==> src/rtl/sosg_pkg.sv <==
// Shared constants, types and tables of the sine oscillator sample generator.
package sosg_pkg;

  localparam int SAMPLE_BITS = 24;
  localparam int PHASE_BITS  = 32;

  localparam int INC_W     = 32;
  localparam int AMP_W     = 16;
  localparam int CFG_W     = 32;
  localparam int CFG_IDX_W = 2;

  localparam logic [CFG_IDX_W-1:0] REG_PHASE_INC = CFG_IDX_W'(0);
  localparam logic [CFG_IDX_W-1:0] REG_AMPLITUDE = CFG_IDX_W'(1);

  localparam logic [INC_W-1:0] PHASE_INC_RST = INC_W'(89478485);
  localparam logic [AMP_W-1:0] AMPLITUDE_RST = AMP_W'(32768);

  localparam int CORDIC_STEPS = 30;
  localparam int STEP_W       = $clog2(CORDIC_STEPS);
  localparam int XY_W         = 34;
  localparam int ATAN_W       = 30;
  localparam int FRAC_BITS    = 30;

  localparam logic [XY_W-1:0] CORDIC_GAIN = XY_W'(32'h26DD3B6A);
  localparam logic [XY_W-1:0] ONE_Q30     = XY_W'(64'd1 << FRAC_BITS);

  localparam int MUL_W  = 32;
  localparam int PROD_W = 2 * MUL_W;

  localparam logic [MUL_W-1:0] HALF_PI_Q30 = MUL_W'(32'h6487ED51);
  localparam logic [MUL_W-1:0] SAMPLE_MAX  = MUL_W'((64'd1 << (SAMPLE_BITS - 1)) - 64'd1);

  typedef enum logic [2:0] {
    S_IDLE,
    S_ZMUL,
    S_ROT,
    S_GMUL,
    S_MMUL
  } state_t;

  function automatic logic [ATAN_W-1:0] atan_q30(input logic [STEP_W-1:0] idx);
    logic [ATAN_W-1:0] v;
    case (idx)
      5'd0:  v = 30'h3243F6A8;
      5'd1:  v = 30'h1DAC6705;
      5'd2:  v = 30'h0FADBAFC;
      5'd3:  v = 30'h07F56EA6;
      5'd4:  v = 30'h03FEAB76;
      5'd5:  v = 30'h01FFD55B;
      5'd6:  v = 30'h00FFFAAA;
      5'd7:  v = 30'h007FFF55;
      5'd8:  v = 30'h003FFFEA;
      5'd9:  v = 30'h001FFFFD;
      5'd10: v = 30'h000FFFFF;
      5'd11: v = 30'h0007FFFF;
      5'd12: v = 30'h0003FFFF;
      5'd13: v = 30'h0001FFFF;
      5'd14: v = 30'h0000FFFF;
      5'd15: v = 30'h00007FFF;
      5'd16: v = 30'h00003FFF;
      5'd17: v = 30'h00001FFF;
      5'd18: v = 30'h00000FFF;
      5'd19: v = 30'h000007FF;
      5'd20: v = 30'h000003FF;
      5'd21: v = 30'h000001FF;
      5'd22: v = 30'h000000FF;
      5'd23: v = 30'h0000007F;
      5'd24: v = 30'h0000003F;
      5'd25: v = 30'h0000001F;
      5'd26: v = 30'h0000000F;
      5'd27: v = 30'h00000008;
      5'd28: v = 30'h00000004;
      5'd29: v = 30'h00000002;
      default: v = '0;
    endcase
    return v;
  endfunction

  // top 32 bits of the phase, zero filled below for narrow phase words
  function automatic logic [31:0] phase_top32(input logic [PHASE_BITS-1:0] p);
    logic [63:0] w;
    w = {p, {(64 - PHASE_BITS){1'b0}}};
    return w[63:32];
  endfunction

endpackage

==> src/rtl/sine_oscillator_sample_generator.sv <==
// Top level of the sine oscillator sample generator: sequencer, shared multiplier, phase.
//
// Each input item (in_valid/in_stall, field in_restart) requests one audio sample.
// in_restart = 1 clears the phase before the sample is formed. The result item
// (out_valid/out_stall, field out_sample) is the signed sample
// trunc(amplitude * sin(phase) * (2^(SAMPLE_BITS-1)-1)); after each sample the
// phase advances by phase_increment, wrapping.
// Configuration: cfg_we writes cfg_data into register cfg_index
// (0 = phase_increment, 1 = amplitude Q0.16); other indexes are ignored.
// One shared 32x32 multiplier forms the angle, the gain and the scaling, and a
// 30-step iterative CORDIC does the rotation. in_stall is high from acceptance
// until the sample has been loaded into the output register, so a new item is
// not taken before the last one has been loaded.
// The output register holds the sample while out_stall is high; the sequencer
// then waits in its last step until the register is free.
// Reset: phase zero, phase_increment 89478485, amplitude 0.5, no item in flight.
module sine_oscillator_sample_generator (
  input  logic                                  clk,
  input  logic                                  rst_n,
  input  logic                                  in_valid,
  output logic                                  in_stall,
  input  logic                                  in_restart,
  output logic                                  out_valid,
  input  logic                                  out_stall,
  output logic signed [sosg_pkg::SAMPLE_BITS-1:0] out_sample,
  input  logic                                  cfg_we,
  input  logic [sosg_pkg::CFG_IDX_W-1:0]        cfg_index,
  input  logic [sosg_pkg::CFG_W-1:0]            cfg_data
);
  import sosg_pkg::*;

  state_t state_r, state_nxt;

  logic [INC_W-1:0]      phase_inc_r;
  logic [AMP_W-1:0]      amplitude_r;
  logic [PHASE_BITS-1:0] phase_r, phase_sel;
  logic [31:0]           t_r;
  logic [PROD_W-1:0]     prod_r, prod;
  logic [MUL_W-1:0]      mul_a, mul_b;
  logic                  in_acc;
  logic                  out_valid_r, out_valid_nxt;
  logic signed [SAMPLE_BITS-1:0] out_sample_r;
  logic [SAMPLE_BITS-1:0] mag, smp;
  logic                  load_out;
  logic                  cordic_start, cordic_done;
  logic signed [XY_W-1:0] z0, cx, cy, m_sel;
  logic [XY_W-1:0]       m;

  sosg_cordic u_cordic (
    .clk   (clk),
    .rst_n (rst_n),
    .start (cordic_start),
    .z0    (z0),
    .x     (cx),
    .y     (cy),
    .done  (cordic_done)
  );

  assign in_stall = (state_r != S_IDLE);
  assign in_acc   = in_valid && !in_stall;
  assign phase_sel = in_restart ? '0 : phase_r;

  always_comb begin
    m_sel = t_r[30] ? cx : cy;
    if (m_sel[XY_W-1]) begin
      m = '0;
    end else if ($unsigned(m_sel) > ONE_Q30) begin
      m = ONE_Q30;
    end else begin
      m = $unsigned(m_sel);
    end
  end

  always_comb begin
    state_nxt    = state_r;
    mul_a        = '0;
    mul_b        = '0;
    cordic_start = 1'b0;
    load_out     = 1'b0;
    case (state_r)
      S_IDLE: begin
        if (in_acc) begin
          state_nxt = S_ZMUL;
        end
      end
      S_ZMUL: begin
        mul_a        = MUL_W'(t_r[29:0]);
        mul_b        = HALF_PI_Q30;
        cordic_start = 1'b1;
        state_nxt    = S_ROT;
      end
      S_ROT: begin
        if (cordic_done) begin
          state_nxt = S_GMUL;
        end
      end
      S_GMUL: begin
        mul_a     = MUL_W'(amplitude_r);
        mul_b     = MUL_W'(m);
        state_nxt = S_MMUL;
      end
      S_MMUL: begin
        mul_a = MUL_W'(prod_r >> AMP_W);
        mul_b = SAMPLE_MAX;
        if (!out_valid_r || !out_stall) begin
          load_out  = 1'b1;
          state_nxt = S_IDLE;
        end
      end
      default: state_nxt = S_IDLE;
    endcase
  end

  assign prod = PROD_W'(mul_a) * PROD_W'(mul_b);
  assign z0   = $signed(XY_W'(prod >> FRAC_BITS));
  assign mag  = SAMPLE_BITS'(prod >> FRAC_BITS);
  assign smp  = t_r[31] ? (SAMPLE_BITS'(0) - mag) : mag;

  always_comb begin
    out_valid_nxt = out_valid_r && out_stall;
    if (load_out) begin
      out_valid_nxt = 1'b1;
    end
  end

  always_ff @(posedge clk) begin
    if (!rst_n) begin
      state_r     <= S_IDLE;
      out_valid_r <= 1'b0;
      phase_r     <= '0;
      phase_inc_r <= PHASE_INC_RST;
      amplitude_r <= AMPLITUDE_RST;
    end else begin
      state_r     <= state_nxt;
      out_valid_r <= out_valid_nxt;
      if (in_acc) begin
        phase_r <= PHASE_BITS'(64'(phase_sel) + 64'(phase_inc_r));
      end
      if (cfg_we) begin
        case (cfg_index)
          REG_PHASE_INC: phase_inc_r <= INC_W'(cfg_data);
          REG_AMPLITUDE: amplitude_r <= AMP_W'(cfg_data);
          default: ;
        endcase
      end
    end
  end

  always_ff @(posedge clk) begin
    if (in_acc) begin
      t_r <= phase_top32(phase_sel);
    end
    if (state_r == S_GMUL) begin
      prod_r <= prod;
    end
    if (load_out) begin
      out_sample_r <= $signed(smp);
    end
  end

  assign out_valid  = out_valid_r;
  assign out_sample = out_sample_r;

endmodule

==> src/rtl/sosg_cordic.sv <==
// Iterative CORDIC rotation: one micro-rotation per cycle on a shared add/shift unit.
module sosg_cordic (
  input  logic                           clk,
  input  logic                           rst_n,
  input  logic                           start,
  input  logic signed [sosg_pkg::XY_W-1:0] z0,
  output logic signed [sosg_pkg::XY_W-1:0] x,
  output logic signed [sosg_pkg::XY_W-1:0] y,
  output logic                           done
);
  import sosg_pkg::*;

  logic signed [XY_W-1:0] x_r, y_r, z_r;
  logic signed [XY_W-1:0] x_nxt, y_nxt, z_nxt;
  logic signed [XY_W-1:0] xs, ys, at;
  logic [STEP_W-1:0]      i_r;
  logic                   busy_r, done_r;
  logic                   last;

  always_comb begin
    xs    = x_r >>> i_r;
    ys    = y_r >>> i_r;
    at    = $signed(XY_W'(atan_q30(i_r)));
    if (!z_r[XY_W-1]) begin
      x_nxt = x_r - ys;
      y_nxt = y_r + xs;
      z_nxt = z_r - at;
    end else begin
      x_nxt = x_r + ys;
      y_nxt = y_r - xs;
      z_nxt = z_r + at;
    end
    last = (i_r == STEP_W'(CORDIC_STEPS - 1));
  end

  always_ff @(posedge clk) begin
    if (!rst_n) begin
      busy_r <= 1'b0;
      done_r <= 1'b0;
      i_r    <= '0;
    end else begin
      done_r <= 1'b0;
      if (start) begin
        busy_r <= 1'b1;
        i_r    <= '0;
      end else if (busy_r) begin
        i_r <= i_r + STEP_W'(1);
        if (last) begin
          busy_r <= 1'b0;
          done_r <= 1'b1;
        end
      end
    end
  end

  always_ff @(posedge clk) begin
    if (start) begin
      x_r <= $signed(CORDIC_GAIN);
      y_r <= '0;
      z_r <= z0;
    end else if (busy_r) begin
      x_r <= x_nxt;
      y_r <= y_nxt;
      z_r <= z_nxt;
    end
  end

  assign x    = x_r;
  assign y    = y_r;
  assign done = done_r;

endmodule

==> config.mk <==
export PLATFORM = sky130hd
export DESIGN_NAME = sine_oscillator_sample_generator
export DESIGN_NICKNAME = d
export VERILOG_FILES = /design/src/rtl/sosg_pkg.sv /design/src/rtl/sine_oscillator_sample_generator.sv /design/src/rtl/sosg_cordic.sv
export SDC_FILE = /design/constraint.sdc
export NUM_CORES = 2
export LEC_CHECK = 0
export BUFFER_PORTS_ARGS = -buffer_cell sky130_fd_sc_hd__buf_2
export CORE_AREA = 4 4 328 330
export CTS_BUF_LIST = sky130_fd_sc_hd__clkbuf_8
export CTS_CLUSTER_DIAMETER = 100
export CTS_CLUSTER_SIZE = 10
export DETAILED_ROUTE_END_ITERATION = 10
export DIE_AREA = 0 0 332 334
export PLACE_DENSITY = 0.75
export SETUP_SLACK_MARGIN = 0.4
export SLEW_MARGIN = 5
export SYNTH_ARGS = -nofsm -noshare
export SYNTH_HDL_FRONTEND = slang
export SYNTH_HIERARCHICAL = 1
export SYNTH_SLANG_ARGS = --single-unit
==> constraint.sdc <==
create_clock -name clk -period 25 [get_ports clk]
set_clock_uncertainty 0.2 [all_clocks]
set_input_delay 2.5 -clock clk [delete_from_list [all_inputs] [get_ports clk]]
set_output_delay 2.5 -clock clk [all_outputs]
set_load 0.01 [all_outputs]
==> flow_results.xml <==
<?xml version="1.0" encoding="UTF-8"?>
<metrics>
  <group name="status">
    <metric name="status" unit="">finished with violations</metric>
    <metric name="violations" unit="">antenna rules</metric>
  </group>
  <group name="hold_path">
    <metric name="min_path_type" unit="">reg -&gt; reg</metric>
    <metric name="hold_depth" unit="">2</metric>
  </group>
  <group name="setup_path">
    <metric name="timing.critical_path.from_type" unit="">register</metric>
    <metric name="cp_slowest_stage_delay" unit="ns">0.85</metric>
    <metric name="crit_path_max_fanout" unit="">36</metric>
    <metric name="slowest_stage" unit="">and3b_2</metric>
    <metric name="cpLargestDelayFamily" unit="">adder cells</metric>
    <metric name="crit_type" unit="">reg -&gt; reg</metric>
    <metric name="cpMostUsedCell" unit="">fa_1</metric>
    <metric name="critical_path_data_required_time" unit="ns">25.18</metric>
    <metric name="worst-r2r-cell-count" unit="">34</metric>
    <metric name="crit_buf_inv" unit="">5</metric>
    <metric name="cp_num_cells" unit="">34</metric>
    <metric name="timing.critical_path.to_type" unit="">register</metric>
    <metric name="cp_data_arrival_time" unit="ns">12.04</metric>
  </group>
  <group name="floorplanning">
    <metric name="initial_utilization" unit="%">54.6</metric>
    <metric name="ios" unit="">66</metric>
    <metric name="core_area" unit="mm^2">0.105</metric>
    <metric name="die-height" unit="um">334</metric>
    <metric name="fp-row-count" unit="">119</metric>
    <metric name="fp.dieW" unit="um">332</metric>
    <metric name="die-area" unit="mm^2">0.111</metric>
  </group>
  <group name="place">
    <metric name="postPlaceCellArea" unit="mm^2">0.0594</metric>
    <metric name="post_place_cells" unit="">7877</metric>
    <metric name="gp_congestion" unit="">1.01</metric>
    <metric name="io_buffer_count" unit="">65</metric>
    <metric name="detailed_place_hpwl" unit="um">144000</metric>
  </group>
  <group name="sta">
    <metric name="timing.final.crit_share" unit="%">47.4</metric>
    <metric name="grt_setup_unrepaired" unit="">no</metric>
    <metric name="hold_violations" unit="">0</metric>
    <metric name="tns" unit="ns">0</metric>
    <metric name="report.final.slew_viol_count" unit="">0</metric>
    <metric name="worst_slew_pin_slew" unit="ns">1.19</metric>
    <metric name="worst_slew_margin_rel" unit="%">20.2</metric>
    <metric name="max_clock_freq" unit="GHz">0.0844</metric>
    <metric name="timing.final.crit_period" unit="ns">11.86</metric>
    <metric name="setup_viol" unit="">0</metric>
  </group>
  <group name="routing">
    <metric name="detail_route.drc_violations" unit="">0</metric>
    <metric name="drt_first_pass_iters" unit="">6</metric>
    <metric name="vias_after_detailed_routing" unit="">47200</metric>
    <metric name="drt_iter0_markers" unit="">4936</metric>
    <metric name="wire_per_inst" unit="um">22.4</metric>
    <metric name="ant_nets" unit="">1</metric>
    <metric name="drt-total-wl" unit="um">178000</metric>
    <metric name="via_per_inst" unit="">5.93</metric>
  </group>
  <group name="cells_and_area">
    <metric name="most_common_cell_after_layout_fill_and_taps_aside" unit="">inv_1</metric>
    <metric name="area.sequential" unit="mm^2">0.00746</metric>
    <metric name="footprint_of_the_multi_input_gates" unit="mm^2">0.0446</metric>
    <metric name="drive_above_1_share" unit="%">6.82</metric>
    <metric name="fillers" unit="">9329</metric>
    <metric name="final_net_count" unit="">7870</metric>
    <metric name="final_area" unit="mm^2">0.0602</metric>
    <metric name="fin_cells" unit="">7952</metric>
    <metric name="layout-area-overhead-vs-synth" unit="%">5.06</metric>
    <metric name="post-route-util" unit="%">57.4</metric>
    <metric name="layout.cells.most_common_list" unit="">1220 x inv_1, 901 x fa_1, 632 x nor2_1</metric>
  </group>
  <group name="clocking">
    <metric name="clockRootBuffer" unit="">clkbuf_8</metric>
    <metric name="cts.reportedPaths.clkPinSlew" unit="ns">0.09</metric>
    <metric name="cts.htree.levels" unit="">2</metric>
    <metric name="cts-hold-fix-buffers" unit="">0</metric>
    <metric name="cts_buffers" unit="">38</metric>
    <metric name="ctsLongestPathBuffers" unit="">3</metric>
    <metric name="clk-insertion-delay-late" unit="ns">0.67</metric>
    <metric name="post_cts.repair.setup_buffers" unit="">0</metric>
    <metric name="tritoncts" unit="">done</metric>
    <metric name="post_cts.resized_instances" unit="">0</metric>
    <metric name="cts.sinks" unit="">311</metric>
  </group>
  <group name="synth">
    <metric name="synth.ff_latch_count" unit="">311</metric>
    <metric name="synth_enable_flop_cells" unit="">122</metric>
    <metric name="synth_sequential_area_ratio" unit="%">13.0</metric>
    <metric name="synthesis.yosys.warnings" unit="">6</metric>
    <metric name="synth_area" unit="mm^2">0.0573</metric>
    <metric name="yosys.cell_types.count" unit="">113</metric>
    <metric name="ys_dominant_reg_cell" unit="">dfxtp_1</metric>
    <metric name="syn-mean-instance-area" unit="um^2">8.83</metric>
    <metric name="synthArstFlopShare" unit="%">0</metric>
    <metric name="netlist_instances" unit="">6488</metric>
  </group>
  <group name="power_and_ir_drop">
    <metric name="power.ir.vdd_worst" unit="mV">0.126</metric>
    <metric name="p_per_area" unit="mW/mm^2">100</metric>
    <metric name="cellLeakagePower" unit="uW">0.0289</metric>
  </group>
  <group name="global_routing">
    <metric name="grt-ovfl-total" unit="">0</metric>
    <metric name="gr-max-usage-layer" unit="">met2</metric>
    <metric name="met2_use_gr" unit="%">51.1</metric>
    <metric name="grt_start_max_net_pins" unit="">80</metric>
    <metric name="grt_pass1_vias" unit="">48400</metric>
    <metric name="gr-usage-all-layers" unit="%">32.1</metric>
    <metric name="global_route.usage.met3" unit="%">6.64</metric>
    <metric name="grtUsageMet1" unit="%">43.6</metric>
    <metric name="grt_antenna_before_repair" unit="">7</metric>
    <metric name="grt_first_pass_wirelength" unit="um">278000</metric>
  </group>
  <group name="job">
    <metric name="max_cap_violations" unit="">0</metric>
  </group>
</metrics>
[metal layers]
metal  wire length, um  vias to the layer above
met5                23                        -
met4              8600                        4
met3             16900                      436
met2             80600                     2294
met1             72400                    23500
li1                  -                    20900
[worst min-delay path: stages (launching register included)]
cell      delay, ns
dfxtp_1        0.31
nand2_1        0.05
a21boi_0       0.06
[through the flow]
step           total power [uW]  hold WS [ns]  worst slack (ns)
4_1_cts                    5930         0.268             13.29
3_3_place_gp               5430         0.245             13.44
5_1_grt                    6540         0.281             12.62
3_5_place_dp               5510         0.258             13.36
2_1_floorplan              4270         0.236             14.91
6_report                   6030         0.265             13.15
[registers in the layout, indices dropped and copies added (netlist names), 3 cells and up]
| name | cells |
|---|---|
| phase_r | 32 |
| state_r | 3 |
| u_cordic/y | 34 |
| amplitude_r | 16 |
| out_sample | 24 |
| u_cordic/i_r | 5 |
| u_cordic/at | 30 |
| u_cordic/z_r | 34 |
| phase_inc_r | 32 |
| prod_r | 32 |
| t_r | 32 |
| u_cordic/x | 34 |
[synthesized netlist by cell type, types with 11 or more instances]
cell / count / area [um^2]
a31oi_1: 47 / 294
o21a_1: 54 / 405
a221o_1: 11 / 110
clkbuf_1: 214 / 803
nor4_1: 30 / 188
xnor2_1: 153 / 1340
nand4_1: 34 / 213
edfxtp_1: 122 / 3660
buf_2: 16 / 80.1
dfxtp_1: 189 / 3780
a211o_1: 14 / 123
o211ai_1: 19 / 143
or3_1: 17 / 106
o21ai_0: 213 / 1070
nor3_1: 57 / 285
a21boi_0: 49 / 368
nor2_1: 633 / 2380
mux2_2: 55 / 619
a21oi_1: 271 / 1360
xor2_1: 108 / 946
o31ai_1: 24 / 180
o21bai_1: 26 / 195
nor3b_1: 15 / 113
fa_1: 901 / 18000
inv_1: 1199 / 4500
a221oi_1: 12 / 105
nand2_1: 625 / 2350
a21o_1: 94 / 706
buf_1: 30 / 113
a22oi_1: 15 / 113
o31a_1: 15 / 131
mux2i_1: 103 / 1030
and2_1: 95 / 594
ha_1: 403 / 5040
or2_2: 37 / 231
nand3_1: 89 / 445
o21ai_1: 16 / 80.1
nor2b_1: 64 / 400
nand2b_1: 66 / 413
a211oi_1: 34 / 255
and3_1: 25 / 156
mux4_2: 70 / 1580
[cell families after synthesis]
logic type / synth area share [%]
other cells: 0.0131
mux: 5.91
compound gates: 12.1
xor+xnor: 3.99
buf+inv: 9.90
flops: 13.0
simple gates: 14.8
fa+ha+maj: 40.3
[final timing paths]
check                                 start               end  slack [ns]
worst max-delay path             state_r[1]  u_cordic/z_r[33]       13.15
worst min-delay path            phase_r[18]       phase_r[18]        0.26
worst max register to register   state_r[1]  u_cordic/z_r[33]       13.15
worst min register to register  phase_r[18]       phase_r[18]        0.26
[power by group]
group / internal (uW) / total [uW] / leakage (uW) / switching, uW
combinational: 1910 / 4740 / 0.0258 / 2830
sequential: 741 / 926 / 0.00270 / 185
clock: 156 / 372 / 0.000431 / 217
total: 2800 / 6030 / 0.0289 / 3230
[layout make-up]
| class | instances | area share, % |
|---|---|---|
| repair buffers | 171 | 1.86 |
| multi-input cells | 4796 | 74.1 |
| diodes | 9 | 0.0374 |
| well taps | 1391 | 2.89 |
| clock inverters | 28 | 0.279 |
| flip-flops and latches | 311 | 12.4 |
| inverters | 1208 | 7.54 |
| clock buffers | 38 | 0.869 |
Power figures use the tool's default switching activity.
